==> src/rtl/tssm_pkg.sv <==
`default_nettype none

package tssm_pkg;

  // Table geometry and character width.
  localparam int NumPatterns = 8;
  localparam int MaxLen      = 8;
  localparam int CharBits    = 16;

  // Field widths of the stream beats.
  localparam int SlotW = 3;
  localparam int PosW  = 3;
  localparam int LenW  = 4;
  localparam int CurW  = 16;

  localparam int InDataW  = 64;
  localparam int InUserW  = 3;
  localparam int OutDataW = 48;
  localparam int OutUserW = 1;

  typedef logic [CharBits-1:0] char_t;
  typedef logic [SlotW-1:0]    slot_t;
  typedef logic [PosW-1:0]     pos_t;
  typedef logic [LenW-1:0]     len_t;
  typedef logic [CurW-1:0]     cur_t;

  // Window characters, index 0 is the most recent one.
  typedef char_t [MaxLen-1:0] win_chars_t;

  typedef enum logic [1:0] {
    REQ_KEY  = 2'd0,
    REQ_CHAR = 2'd1,
    REQ_LEN  = 2'd2
  } req_t;

  typedef enum logic [1:0] {
    ST_IDLE,
    ST_SWEEP,
    ST_RESP
  } state_t;

  // Control of the window cells.
  typedef struct packed {
    logic shift;   // a character enters cell 0, the rest move up one cell
    logic flush;   // the characters held so far are dropped
  } win_ctl_t;

  // Control broadcast to the slot cells.
  typedef struct packed {
    logic  char_we;
    logic  len_we;
    slot_t slot;
    pos_t  pos;
    char_t code;
    len_t  len;
    logic  sweep;
    pos_t  cnt;
  } slot_ctl_t;

  // Best match handed along the slot chain.
  typedef struct packed {
    len_t  len;
    slot_t slot;
  } best_t;

endpackage

`default_nettype wire

==> src/rtl/typed_sequence_suffix_matcher_top.sv <==
`default_nettype none

// Typed-sequence suffix matcher. The block holds eight pattern slots of up to
// eight 16-bit characters and a window of the most recently typed characters.
// Every input beat is one request, selected by in_tuser: a keystroke, a write
// of one pattern character, or a write of a slot length (length 0 empties the
// slot, lengths above eight saturate). A keystroke clears the window when the
// cursor did not move exactly one column right on the same line, appends its
// character if it carries one, and then looks for the longest stored pattern
// that equals the tail of the window, the lowest slot winning a tie. On a hit
// the result names the slot, the pattern length and the span of earlier
// characters to delete, and the window starts over. Every request returns
// exactly one result beat; writes and unknown requests return all zeros.
// A keystroke updates the window cells when it is taken; the compare in
// every slot cell and the best-match hand-off along the chain of slot cells
// then feed the output register. A pattern or length write is stored when
// taken, after which the written slot rebuilds its compare line one pattern
// character per cycle, up to its length, before the result is issued. The
// result sits in an output register, so a new request is taken while the
// previous result is still waiting for out_tready; a request only waits when
// its own result finds that register still full.
module typed_sequence_suffix_matcher_top (
  input  logic                            clk,
  input  logic                            rst_n,
  // Input beats.
  input  logic                            in_tvalid,
  output logic                            in_tready,
  // [2:0] slot, [5:3] char_pos, [21:6] char_code, [25:22] pattern_len,
  // [41:26] cursor_line, [57:42] cursor_col, [63:58] zero
  input  logic [tssm_pkg::InDataW-1:0]    in_tdata,
  // [1:0] req_type, [2] has_char
  input  logic [tssm_pkg::InUserW-1:0]    in_tuser,
  // Result beats.
  output logic                            out_tvalid,
  input  logic                            out_tready,
  // [2:0] match_slot, [6:3] match_len, [22:7] delete_line,
  // [38:23] delete_col, [41:39] delete_count, [47:42] zero
  output logic [tssm_pkg::OutDataW-1:0]   out_tdata,
  // [0] matched
  output logic [tssm_pkg::OutUserW-1:0]   out_tuser
);
  import tssm_pkg::*;

  // Request fields.
  req_t  req;
  logic  has_char;
  slot_t f_slot;
  pos_t  f_pos;
  char_t f_code;
  len_t  f_plen;
  len_t  plen_sat;
  cur_t  f_line;
  cur_t  f_col;

  assign req      = req_t'(in_tuser[1:0]);
  assign has_char = in_tuser[2];
  assign f_slot   = in_tdata[2:0];
  assign f_pos    = in_tdata[5:3];
  assign f_code   = in_tdata[21:6];
  assign f_plen   = in_tdata[25:22];
  assign f_line   = in_tdata[41:26];
  assign f_col    = in_tdata[57:42];
  assign plen_sat = (f_plen > len_t'(MaxLen)) ? len_t'(MaxLen) : f_plen;

  // Control state.
  state_t state_r, state_nxt;
  pos_t   cnt_r, cnt_nxt;
  slot_t  sweep_slot_r, sweep_slot_nxt;
  logic   is_key_r, is_key_nxt;
  cur_t   last_line_r, last_line_nxt;
  cur_t   last_col_r, last_col_nxt;
  logic   out_valid_r, out_valid_nxt;
  logic [OutDataW-1:0] out_data_r;
  logic [OutUserW-1:0] out_user_r;

  logic      in_acc;
  logic      out_free;
  logic      jump;
  logic      load;
  logic      found;
  win_ctl_t  win_ctl;
  slot_ctl_t slot_ctl;

  // Window cells and slot chain.
  win_chars_t        win_chars;
  logic [MaxLen-1:0] win_valid;
  logic [MaxLen-1:0] vld_inc;
  best_t             best_chain [NumPatterns+1];
  len_t              long_chain [NumPatterns+1];
  best_t             best;
  len_t              longest;

  logic [OutDataW-1:0] res_data;
  cur_t                del_col;
  pos_t                del_cnt;

  assign in_acc   = in_tvalid && in_tready;
  assign out_free = !out_valid_r || out_tready;

  // The column compare is one bit wider so that the last column never wraps.
  assign jump = (f_line != last_line_r) ||
                (({1'b0, last_col_r} + 17'd1) != {1'b0, f_col});

  assign best    = best_chain[NumPatterns];
  assign longest = long_chain[NumPatterns];
  assign found   = is_key_r && (best.len != '0);

  // Window: cell 0 holds the newest character, each shift hands every
  // character to the next cell up.
  for (genvar k = 0; k < MaxLen; k++) begin : g_win
    char_t c_in;
    logic  v_in;
    if (k == 0) begin : g_head
      assign c_in = f_code;
      assign v_in = 1'b1;
    end else begin : g_body
      assign c_in = win_chars[k-1];
      assign v_in = win_valid[k-1] & ~win_ctl.flush;
    end
    tssm_win_cell #(
      .IDX(k)
    ) u_win_cell (
      .clk      (clk),
      .rst_n    (rst_n),
      .ctl      (win_ctl),
      .char_in  (c_in),
      .valid_in (v_in),
      .longest  (longest),
      .char_o   (win_chars[k]),
      .valid_o  (win_valid[k])
    );
  end

  // Slot cells: each compares its own pattern against the window and passes
  // the best match so far, and the running longest length, to its neighbor.
  assign best_chain[0] = '0;
  assign long_chain[0] = '0;

  for (genvar s = 0; s < NumPatterns; s++) begin : g_slot
    tssm_slot_cell #(
      .IDX(s)
    ) u_slot_cell (
      .clk         (clk),
      .rst_n       (rst_n),
      .ctl         (slot_ctl),
      .win_chars   (win_chars),
      .win_valid   (win_valid),
      .best_in     (best_chain[s]),
      .longest_in  (long_chain[s]),
      .best_out    (best_chain[s+1]),
      .longest_out (long_chain[s+1])
    );
  end

  // Next state.
  always_comb begin
    state_nxt = state_r;
    unique case (state_r)
      ST_IDLE: begin
        if (in_acc) begin
          unique case (req)
            REQ_CHAR, REQ_LEN: state_nxt = ST_SWEEP;
            default:           state_nxt = ST_RESP;
          endcase
        end
      end
      ST_SWEEP: begin
        if (cnt_r == pos_t'(MaxLen - 1)) begin
          state_nxt = ST_RESP;
        end
      end
      ST_RESP: begin
        if (out_free) begin
          state_nxt = ST_IDLE;
        end
      end
      default: state_nxt = ST_IDLE;
    endcase
  end

  // Outputs of the state machine.
  always_comb begin
    in_tready     = (state_r == ST_IDLE);
    win_ctl       = '0;
    slot_ctl      = '0;
    load          = 1'b0;
    slot_ctl.pos  = f_pos;
    slot_ctl.code = f_code;
    slot_ctl.len  = plen_sat;
    slot_ctl.slot = (state_r == ST_SWEEP) ? sweep_slot_r : f_slot;
    slot_ctl.cnt  = cnt_r;
    unique case (state_r)
      ST_IDLE: begin
        if (in_tvalid) begin
          unique case (req)
            REQ_KEY: begin
              win_ctl.shift = has_char;
              win_ctl.flush = jump;
            end
            REQ_CHAR: slot_ctl.char_we = 1'b1;
            REQ_LEN:  slot_ctl.len_we  = 1'b1;
            default: ;
          endcase
        end
      end
      ST_SWEEP: slot_ctl.sweep = 1'b1;
      ST_RESP: begin
        if (out_free) begin
          load          = 1'b1;
          win_ctl.flush = found;
        end
      end
      default: ;
    endcase
  end

  // Sequencing registers and the cursor of the last keystroke.
  always_comb begin
    cnt_nxt        = (state_r == ST_SWEEP) ? (cnt_r + pos_t'(1)) : '0;
    sweep_slot_nxt = in_acc ? f_slot : sweep_slot_r;
    is_key_nxt     = in_acc ? (req == REQ_KEY) : is_key_r;
    last_line_nxt  = last_line_r;
    last_col_nxt   = last_col_r;
    if (in_acc && (req == REQ_KEY)) begin
      last_line_nxt = f_line;
      last_col_nxt  = f_col;
    end
    if (load) begin
      out_valid_nxt = 1'b1;
    end else if (out_tready) begin
      out_valid_nxt = 1'b0;
    end else begin
      out_valid_nxt = out_valid_r;
    end
  end

  // Result beat. The deletion span starts len-1 columns left of the cursor.
  always_comb begin
    del_col  = last_col_r - cur_t'(best.len) + cur_t'(1);
    del_cnt  = pos_t'(best.len - len_t'(1));
    res_data = '0;
    if (found) begin
      res_data = OutDataW'({del_cnt, del_col, last_line_r, best.len, best.slot});
    end
  end

  always_ff @(posedge clk) begin
    if (!rst_n) begin
      state_r      <= ST_IDLE;
      cnt_r        <= '0;
      sweep_slot_r <= '0;
      is_key_r     <= 1'b0;
      last_line_r  <= '0;
      last_col_r   <= '0;
      out_valid_r  <= 1'b0;
    end else begin
      state_r      <= state_nxt;
      cnt_r        <= cnt_nxt;
      sweep_slot_r <= sweep_slot_nxt;
      is_key_r     <= is_key_nxt;
      last_line_r  <= last_line_nxt;
      last_col_r   <= last_col_nxt;
      out_valid_r  <= out_valid_nxt;
    end
  end

  always_ff @(posedge clk) begin
    if (load) begin
      out_data_r <= res_data;
      out_user_r <= OutUserW'(found);
    end
  end

  assign out_tvalid = out_valid_r;
  assign out_tdata  = out_data_r;
  assign out_tuser  = out_user_r;

  assign vld_inc = win_valid + MaxLen'(1);

  // A match empties the window.
  a_match_flush: assert property (@(posedge clk) disable iff (!rst_n)
    (load && found) |=> (win_valid == '0))
    else $error("window not empty after a match");

  // Occupied window cells always form one run starting at the newest cell.
  a_win_prefix: assert property (@(posedge clk) disable iff (!rst_n)
    ((win_valid & vld_inc) == '0))
    else $error("window cells not contiguous");

  // The window never holds more characters than the longest pattern.
  a_win_trim: assert property (@(posedge clk) disable iff (!rst_n)
    ($countones(win_valid) <= int'($past(longest))))
    else $error("window longer than longest pattern");

  // A reported match carries a length and a delete count one below it.
  a_match_fields: assert property (@(posedge clk) disable iff (!rst_n)
    (out_valid_r && out_user_r[0]) |->
      ((out_data_r[6:3] != '0) &&
       (out_data_r[41:39] == pos_t'(out_data_r[6:3] - len_t'(1)))))
    else $error("inconsistent match result");

  // One request at a time: a taken beat holds off the next one.
  a_one_item: assert property (@(posedge clk) disable iff (!rst_n)
    in_acc |=> !in_tready)
    else $error("request taken while busy");

endmodule

`default_nettype wire

==> src/rtl/tssm_win_cell.sv <==
`default_nettype none

module tssm_win_cell #(
  parameter int IDX = 0
) (
  input  logic                clk,
  input  logic                rst_n,
  input  tssm_pkg::win_ctl_t  ctl,
  input  tssm_pkg::char_t     char_in,
  input  logic                valid_in,
  input  tssm_pkg::len_t      longest,
  output tssm_pkg::char_t     char_o,
  output logic                valid_o
);
  import tssm_pkg::*;

  char_t char_r;
  logic  valid_r;
  logic  valid_nxt;

  // A cell only keeps a character while it lies within the longest pattern.
  always_comb begin
    valid_nxt = ctl.shift ? valid_in : (valid_r & ~ctl.flush);
    valid_nxt = valid_nxt & (len_t'(IDX) < longest);
  end

  always_ff @(posedge clk) begin
    if (!rst_n) begin
      valid_r <= 1'b0;
    end else begin
      valid_r <= valid_nxt;
    end
  end

  always_ff @(posedge clk) begin
    if (ctl.shift) begin
      char_r <= char_in;
    end
  end

  assign char_o  = char_r;
  assign valid_o = valid_r;

endmodule

`default_nettype wire

==> src/rtl/tssm_slot_cell.sv <==
`default_nettype none

module tssm_slot_cell #(
  parameter int IDX = 0
) (
  input  logic                         clk,
  input  logic                         rst_n,
  input  tssm_pkg::slot_ctl_t          ctl,
  input  tssm_pkg::win_chars_t         win_chars,
  input  logic [tssm_pkg::MaxLen-1:0]  win_valid,
  input  tssm_pkg::best_t              best_in,
  input  tssm_pkg::len_t               longest_in,
  output tssm_pkg::best_t              best_out,
  output tssm_pkg::len_t               longest_out
);
  import tssm_pkg::*;

  len_t  len_r;
  char_t raw_r  [MaxLen];
  char_t algn_r [MaxLen];
  logic  sel;
  logic  ok;
  logic  hit;

  assign sel = (ctl.slot == slot_t'(IDX));

  always_ff @(posedge clk) begin
    if (!rst_n) begin
      len_r <= '0;
    end else if (ctl.len_we && sel) begin
      len_r <= ctl.len;
    end
  end

  // Pattern characters in write order.
  always_ff @(posedge clk) begin
    if (ctl.char_we && sel) begin
      raw_r[ctl.pos] <= ctl.code;
    end
  end

  // Compare line: after the sweep has shifted in positions 0 to len-1,
  // entry k holds the pattern character that lines up with window cell k.
  always_ff @(posedge clk) begin
    if (ctl.sweep && sel && (len_t'(ctl.cnt) < len_r)) begin
      algn_r[0] <= raw_r[ctl.cnt];
      for (int k = 1; k < MaxLen; k++) begin
        algn_r[k] <= algn_r[k-1];
      end
    end
  end

  always_comb begin
    ok = 1'b1;
    for (int k = 0; k < MaxLen; k++) begin
      if (len_t'(k) < len_r) begin
        ok = ok & win_valid[k] & (win_chars[k] == algn_r[k]);
      end
    end
    hit = (len_r != '0) & ok;
  end

  // A strictly longer hit replaces the incoming one, so lower slots win ties.
  always_comb begin
    if (hit && (len_r > best_in.len)) begin
      best_out.len  = len_r;
      best_out.slot = slot_t'(IDX);
    end else begin
      best_out = best_in;
    end
    longest_out = (len_r > longest_in) ? len_r : longest_in;
  end

endmodule

`default_nettype wire

==> config.mk <==
export PLATFORM = sky130hd
export DESIGN_NAME = typed_sequence_suffix_matcher_top
export DESIGN_NICKNAME = d
export VERILOG_FILES = /design/src/rtl/tssm_pkg.sv /design/src/rtl/typed_sequence_suffix_matcher_top.sv /design/src/rtl/tssm_win_cell.sv /design/src/rtl/tssm_slot_cell.sv
export SDC_FILE = /design/constraint.sdc
export NUM_CORES = 2
export LEC_CHECK = 0
export ABC_AREA = 1
export BUFFER_PORTS_ARGS = -buffer_cell sky130_fd_sc_hd__buf_2
export CELL_PAD_IN_SITES_DETAIL_PLACEMENT = 0
export CELL_PAD_IN_SITES_GLOBAL_PLACEMENT = 1
export CORE_ASPECT_RATIO = 1.75
export CORE_MARGIN = 4
export CORE_UTILIZATION = 56
export DETAILED_ROUTE_END_ITERATION = 6
export PLACE_DENSITY = 0.87
export SYNTH_ARGS = -nofsm -noshare
export SYNTH_HDL_FRONTEND = slang
export SYNTH_SLANG_ARGS = --single-unit
==> constraint.sdc <==
create_clock -name clk -period 22.2 [get_ports clk]
set_input_delay 4.44 -clock clk [delete_from_list [all_inputs] [get_ports clk]]
set_output_delay 4.44 -clock clk [all_outputs]
set_load 0.1 [all_outputs]
# Word-level counts from Yosys, hierarchy flattened
# Memories as Yosys holds them, arrays and structs flattened. A register that Yosys moved wholly into a read port is not among the register bits.
# Cells that the tools add are included.
# W data, S select, Z words.
[word_totals]
ff_bits = 259
ram_bits = 2048
word_cells = 588
memories = 16
[mem_list]
columns = ["memory", "words", "width", "read_ports", "rd_clocked_by_memory_dff", "write_ports", "line_no", "text"]
rows = [
  ["g_slot[0].u_slot_cell.algn_r", 8, 16, 8, 0, 8, "tssm_slot_cell.sv:20", "char_t algn_r [MaxLen];"],
  ["g_slot[0].u_slot_cell.raw_r", 8, 16, 1, 1, 1, "tssm_slot_cell.sv:19", "char_t raw_r [MaxLen];"],
  ["g_slot[1].u_slot_cell.algn_r", 8, 16, 8, 0, 8, "tssm_slot_cell.sv:20", ""],
  ["g_slot[1].u_slot_cell.raw_r", 8, 16, 1, 1, 1, "tssm_slot_cell.sv:19", ""],
  ["g_slot[2].u_slot_cell.algn_r", 8, 16, 8, 0, 8, "tssm_slot_cell.sv:20", ""],
  ["g_slot[2].u_slot_cell.raw_r", 8, 16, 1, 1, 1, "tssm_slot_cell.sv:19", ""],
  ["10 more memories", "--", "--", "--", "--", "--", "--", ""],
]
[op_classes]
addsub = 5
order_cmp = 96
eq_ne = 81
n_mux = 149
bitwise = 145
reduce_logical = 62
[ops]
columns = ["op", "count"]
rows = [
  ["$eq A16 B16 Y1", 64],
  ["$and A1 B1 Y1", 144],
  ["$lt A3 B4 Y1 const A", 36],
  ["$mux W1", 113],
  ["$lt A1 B4 Y1 const A", 18],
  ["$lt A2 B4 Y1 const A", 18],
  ["$gt A4 B4 Y1", 14],
  ["$mux W7", 8],
  ["$logic_and A1 B1 Y1", 43],
  ["$mux W4", 9],
  ["$reduce_bool A4 Y1", 9],
  ["$lt A3 B4 Y1", 8],
  ["$mux W3", 9],
  ["$add A16 B1 Y17 const B", 1],
  ["$ne A17 B16 Y1", 1],
  ["$add A16 B1 Y16 const B", 1],
  ["$mux W2", 8],
  ["$ne A16 B16 Y1", 1],
  ["$sub A16 B4 Y16", 1],
  ["$eq A3 B3 Y1 const B", 5],
  ["$eq A3 B2 Y1 const B", 2],
  ["$pmux W2 S3", 1],
  ["$eq A2 B1 Y1 const B", 2],
  ["$eq A2 B2 Y1 const B", 2],
  ["other kinds (17)", 20],
]

# Logic depth before layout (Yosys ltp)
# An unclocked memory read counts as a cell.
[logic_depth]
word_depth = 57
mapped_depth = 95
depth_no_buf = 93

# Cells and area by module
# Synthesis repeated with hierarchy kept, for this count alone.
[unflattened]
hier_cells = 9809
area_unflattened_um2 = 102915.0
[modules_own_cells]
columns = ["module", "instances", "cells_each", "area_each_um2", "seq_area_each_um2"]
rows = [
  ["tssm_slot_cell at g_slot[3].u_slot_cell ...", 3, 1113, 11682.5, 7767.4],
  ["tssm_slot_cell at g_slot[2].u_slot_cell ...", 2, 1111, 11680.0, 7767.4],
  ["tssm_slot_cell at g_slot[0].u_slot_cell", 1, 1128, 11747.5, 7767.4],
  ["tssm_slot_cell at g_slot[7].u_slot_cell", 1, 1114, 11701.2, 7767.4],
  ["tssm_slot_cell at g_slot[1].u_slot_cell", 1, 1110, 11688.7, 7767.4],
  ["typed_sequence_suffix_matcher_top", 1, 667, 4993.5, 2132.0],
  ["tssm_win_cell at g_win[0].u_win_cell ...", 3, 29, 548.0, 500.5],
  ["tssm_win_cell at g_win[4].u_win_cell", 1, 32, 560.5, 500.5],
  ["tssm_win_cell at g_win[6].u_win_cell", 1, 30, 558.0, 500.5],
  ["tssm_win_cell at g_win[2].u_win_cell", 1, 29, 545.5, 500.5],
  ["tssm_win_cell at g_win[3].u_win_cell", 1, 26, 536.8, 500.5],
  ["tssm_win_cell at g_win[7].u_win_cell", 1, 25, 531.8, 500.5],
]

# Worst setup path after synthesis
# No wires, ideal clock.
[synth_path]
path_type = "input-to-reg"
startpoint = "input in_tdata[0] (netlist name)"
endpoint = "memory g_slot[2].u_slot_cell.algn_r[0][0] (netlist name) (enable)"
setup_time_ns = 0.773
arrival_time_ns = 13.845
required_time_ns = 21.427
setup_slack_ns = 7.581
stages = 8
path_buffers = 0
cell_sequence = "or2_2 -> o21ai_0 -> inv_1 -> nor2_1 -> inv_1 -> nor2_1 -> inv_1 -> nor3_1"
[synth_rtl]
columns = ["item", "line_no", "text"]
rows = [
  ["start: declaration", "typed_sequence_suffix_matcher_top.sv:30", "input logic [tssm_pkg::InDataW-1:0] in_tdata,"],
  ["end: declaration", "tssm_slot_cell.sv:20", ""],
]

==> impl_metrics.py <==
metrics = {
    "pwr": {
        "irDropWorstVdd_mv": 0.176,
        "p_total_mw": 9.71,
        "p_per_area_nw_per_um2": 87.7,
        "p_leak_nw": 39.2,
    },
    "drt": {
        "drt-total-wl_um": 337000,
        "route.vias.total": 68900,
        "firstDrtPassIters": 7,
        "vias_per_cell": 6.02,
        "route.detailed.drc": 2,
        "drtAntennaViolNets": 0,
        "drt_iter0_drc": 6237,
        "wire_per_inst_um": 29.5,
    },
    "placement": {
        "pre_cts_slack_ns": 8.02,
        "placed_area_um2": 104000,
        "gp_congestion": 1.12,
        "portBuffers": 109,
        "dp_hpwl_um": 248000,
    },
    "sta": {
        "min_period_ns": 14.26,
        "post-route-period-util_pct": 64.2,
        "tns_ns": 0,
        "worst_pin_slew_ns": 1.32,
        "fin_ws_ns": 7.94,
        "fmax_mhz": 70.1,
        "fin_worst_skew_ns": 0.0630,
        "drv_slew": 0,
        "hold_viol_final": 0,
        "holdWs_ns": 0.448,
        "rsz0062_at_grt": "false",
        "relSlewSlack_pct": 10.0,
        "setup_violations": 0,
    },
    "cts": {
        "clk_pin_slew_ns": 0.06,
        "post_cts_resized": 0,
        "htreeDepth": 4,
        "cts_buffers": 205,
        "cts_sinks": 2301,
        "clock_path_buffers": 4,
        "postCtsSetupBuffers": 0,
        "cts_tree": "yes",
        "clk_latency_ns": 0.87,
        "ctsHoldBuffers": 0,
        "clock-root-buffer": "clkbuf_16",
    },
    "cells_and_area": {
        "final_common_cell": "edfxtp_1",
        "area_delta_synth_final_pct": 10.7,
        "nets": 9078,
        "drive_gt1_share_pct": 10.2,
        "n_fill_cell": 13800,
        "final_cell_mix": "edfxtp_1, nor2_1, nand2_1, o21ai_0, inv_1",
        "multi_input_area_um2": 27900,
        "stdcell_area_um2": 111000,
        "area.sequential_um2": 68300,
    },
    "die": {
        "fp.dieArea_um2": 186000,
        "coreArea_um2": 177000,
        "die_w_um": 327,
        "rows": 204,
        "die_y_um": 567,
        "ios": 122,
        "initial_utilization_pct": 56.4,
    },
    "synth": {
        "postSynthAreaPerCell_um2": 11.5,
        "synth-edff-count": 2219,
        "synth-main-ff-cell": "edfxtp_1",
        "synth_seq_cells": 2301,
        "syn-instance-count": 8685,
        "yosysSeqAreaShare_pct": 68.3,
        "synthDistinctLibCells": 64,
        "async_reset_ff_share_pct": 0,
        "ys_warn_count": 0,
        "synthesis.area_um2": 100000,
    },
    "setup_path": {
        "cp_top_family": "simple AND/OR/NAND/NOR gates",
        "cp-end-kind": "register",
        "regToRegSetupSlack_ns": 7.94,
        "cp-start-kind": "register",
        "crit_arrival_ns": 14.78,
        "cp_max_fo": 13,
        "cp_common_cell": "nand2_1",
        "critPathMaxStageDelay_ns": 0.83,
        "cp.required_ns": 22.72,
        "crit_buf_inv": 11,
        "slowest_stage": "edfxtp_1",
        "critPathKind": "reg -> reg",
    },
    "grt": {
        "grt_pass1_vias": 67500,
        "grt_max_degree": 192,
        "grt_first_pass_wirelength_um": 476000,
        "grt_overflow": 0,
        "grt_usage_pct": 36.1,
        "antenna_found_initial": 14,
    },
    "job": {
        "cap_viol_max_count": 0,
    },
    "outcome": {
        "status": "finished with violations",
        "violations": "design-rule violations",
    },
    "min_path": {
        "hold_path_class": "reg -> reg",
    },
}
-- kinds of logic after synthesis --
| group | synth area share, % |
|---|---|
| DFF | 68.3 |
| xor gates and xnor gates | 2.88 |
| adders and majority gates | 1.30 |
| other | 0.00375 |
| buffers and inverters | 3.98 |
| AOI/OAI and AO/OA | 9.79 |
| and+or+nand+nor | 13.8 |
-- per-stage QoR --
step | std cells | util (%)
3_3_place_gp | 11100 | 58.8
5_1_grt | 11400 | 62.5
2_1_floorplan | 8690 | -
3_5_place_dp | 11100 | 58.8
4_1_cts | 11400 | 62.5
6_report | 11400 | 62.5
-- synthesized netlist by cell type, types with 8 or more instances --
| cell | instances | share of area (%) |
|---|---|---|
| xor2_1 | 181 | 1.6 |
| buf_2 | 77 | 0.39 |
| nand2_4 | 8 | 0.090 |
| o211ai_1 | 13 | 0.098 |
| a221oi_1 | 45 | 0.39 |
| nand4_1 | 135 | 0.84 |
| nand3b_1 | 12 | 0.090 |
| dfxtp_1 | 82 | 1.6 |
| o21ai_1 | 24 | 0.12 |
| a21oi_1 | 166 | 0.83 |
| or2_2 | 103 | 0.64 |
| o22ai_1 | 253 | 1.6 |
| a22o_1 | 13 | 0.11 |
| buf_1 | 21 | 0.079 |
| ha_1 | 102 | 1.3 |
| nand3_2 | 8 | 0.080 |
| nand3_1 | 186 | 0.93 |
| nor2_1 | 1477 | 5.5 |
| or4_1 | 9 | 0.068 |
| edfxtp_1 | 2219 | 67 |
| xnor2_1 | 148 | 1.3 |
| buf_4 | 14 | 0.11 |
| o2111ai_1 | 35 | 0.31 |
| a2111oi_0 | 37 | 0.32 |
| a211oi_1 | 46 | 0.35 |
| clkbuf_1 | 245 | 0.92 |
| nand2_1 | 1078 | 4.0 |
| o21bai_1 | 17 | 0.13 |
| nor4_1 | 103 | 0.64 |
| nor3b_1 | 18 | 0.14 |
| a31oi_1 | 132 | 0.83 |
| nor3_1 | 72 | 0.36 |
| o21ai_0 | 877 | 4.4 |
| nand2_2 | 14 | 0.088 |
| inv_1 | 559 | 2.1 |
| inv_2 | 84 | 0.32 |
-- state kept, by name, summed over array words and instances (netlist names), 2 cells and up --
name                       count
g_slot.u_slot_cell.len_r      32
state_r                        2
last_col_r                    16
g_slot.u_slot_cell.raw_r    1024
g_win.u_win_cell.valid_o       8
out_tdata                     42
g_win.u_win_cell.char_o      128
last_line_r                   16
cnt_r                          3
sweep_slot_r                   3
g_slot.u_slot_cell.algn_r   1024
-- worst paths after layout --
kind,start,endpoint,cells after the start
max,g_win[6].u_win_cell.char_o[9],out_tdata[38],91
min,g_win[2].u_win_cell.char_o[9],g_win[3].u_win_cell.char_o[9],0
max reg2reg,g_win[6].u_win_cell.char_o[9],out_tdata[38],91
min reg2reg,g_win[2].u_win_cell.char_o[9],g_win[3].u_win_cell.char_o[9],0
-- worst reg2reg max path, delay by kind of cell (launching register included) --
kind,cells,cell delay (ns)
AO/OA/AOI/OAI,25,4.17
adder cells (fa/ha/maj),10,3.00
buffers and inverters,11,0.95
flip-flops,1,0.83
AND/OR/NAND/NOR,45,5.01
-- power by group --
group	internal (mW)	total [mW]	switching [mW]
Combinational	0.404	1.36	0.960
Clock	1.98	3.55	1.58
Sequential	4.76	4.79	0.0285
Total	7.14	9.71	2.56
-- layer usage --
layer / share of wire (%) / global-route usage [%] / routed length (um) / vias up
met5: 0.015 / 0 / 49 / -
met4: 12 / 36.2 / 42100 / 8
met3: 5.9 / 5.08 / 19800 / 1182
met2: 51 / 64.2 / 174000 / 3228
met1: 30 / 34.8 / 102000 / 33100
li1: - / - / - / 31400
-- layout make-up --
class | instances | area share (%)
well taps | 2369 | 2.68
clock inverters | 122 | 1.13
clock buffers | 249 | 4.83
diodes | 10 | 0.0226
repair buffers | 369 | 2.27
flip-flops and latches | 2301 | 61.7
multi-input cells | 5378 | 25.2
inverters | 649 | 2.22
Note: power is estimated with default switching activity, not from simulation.
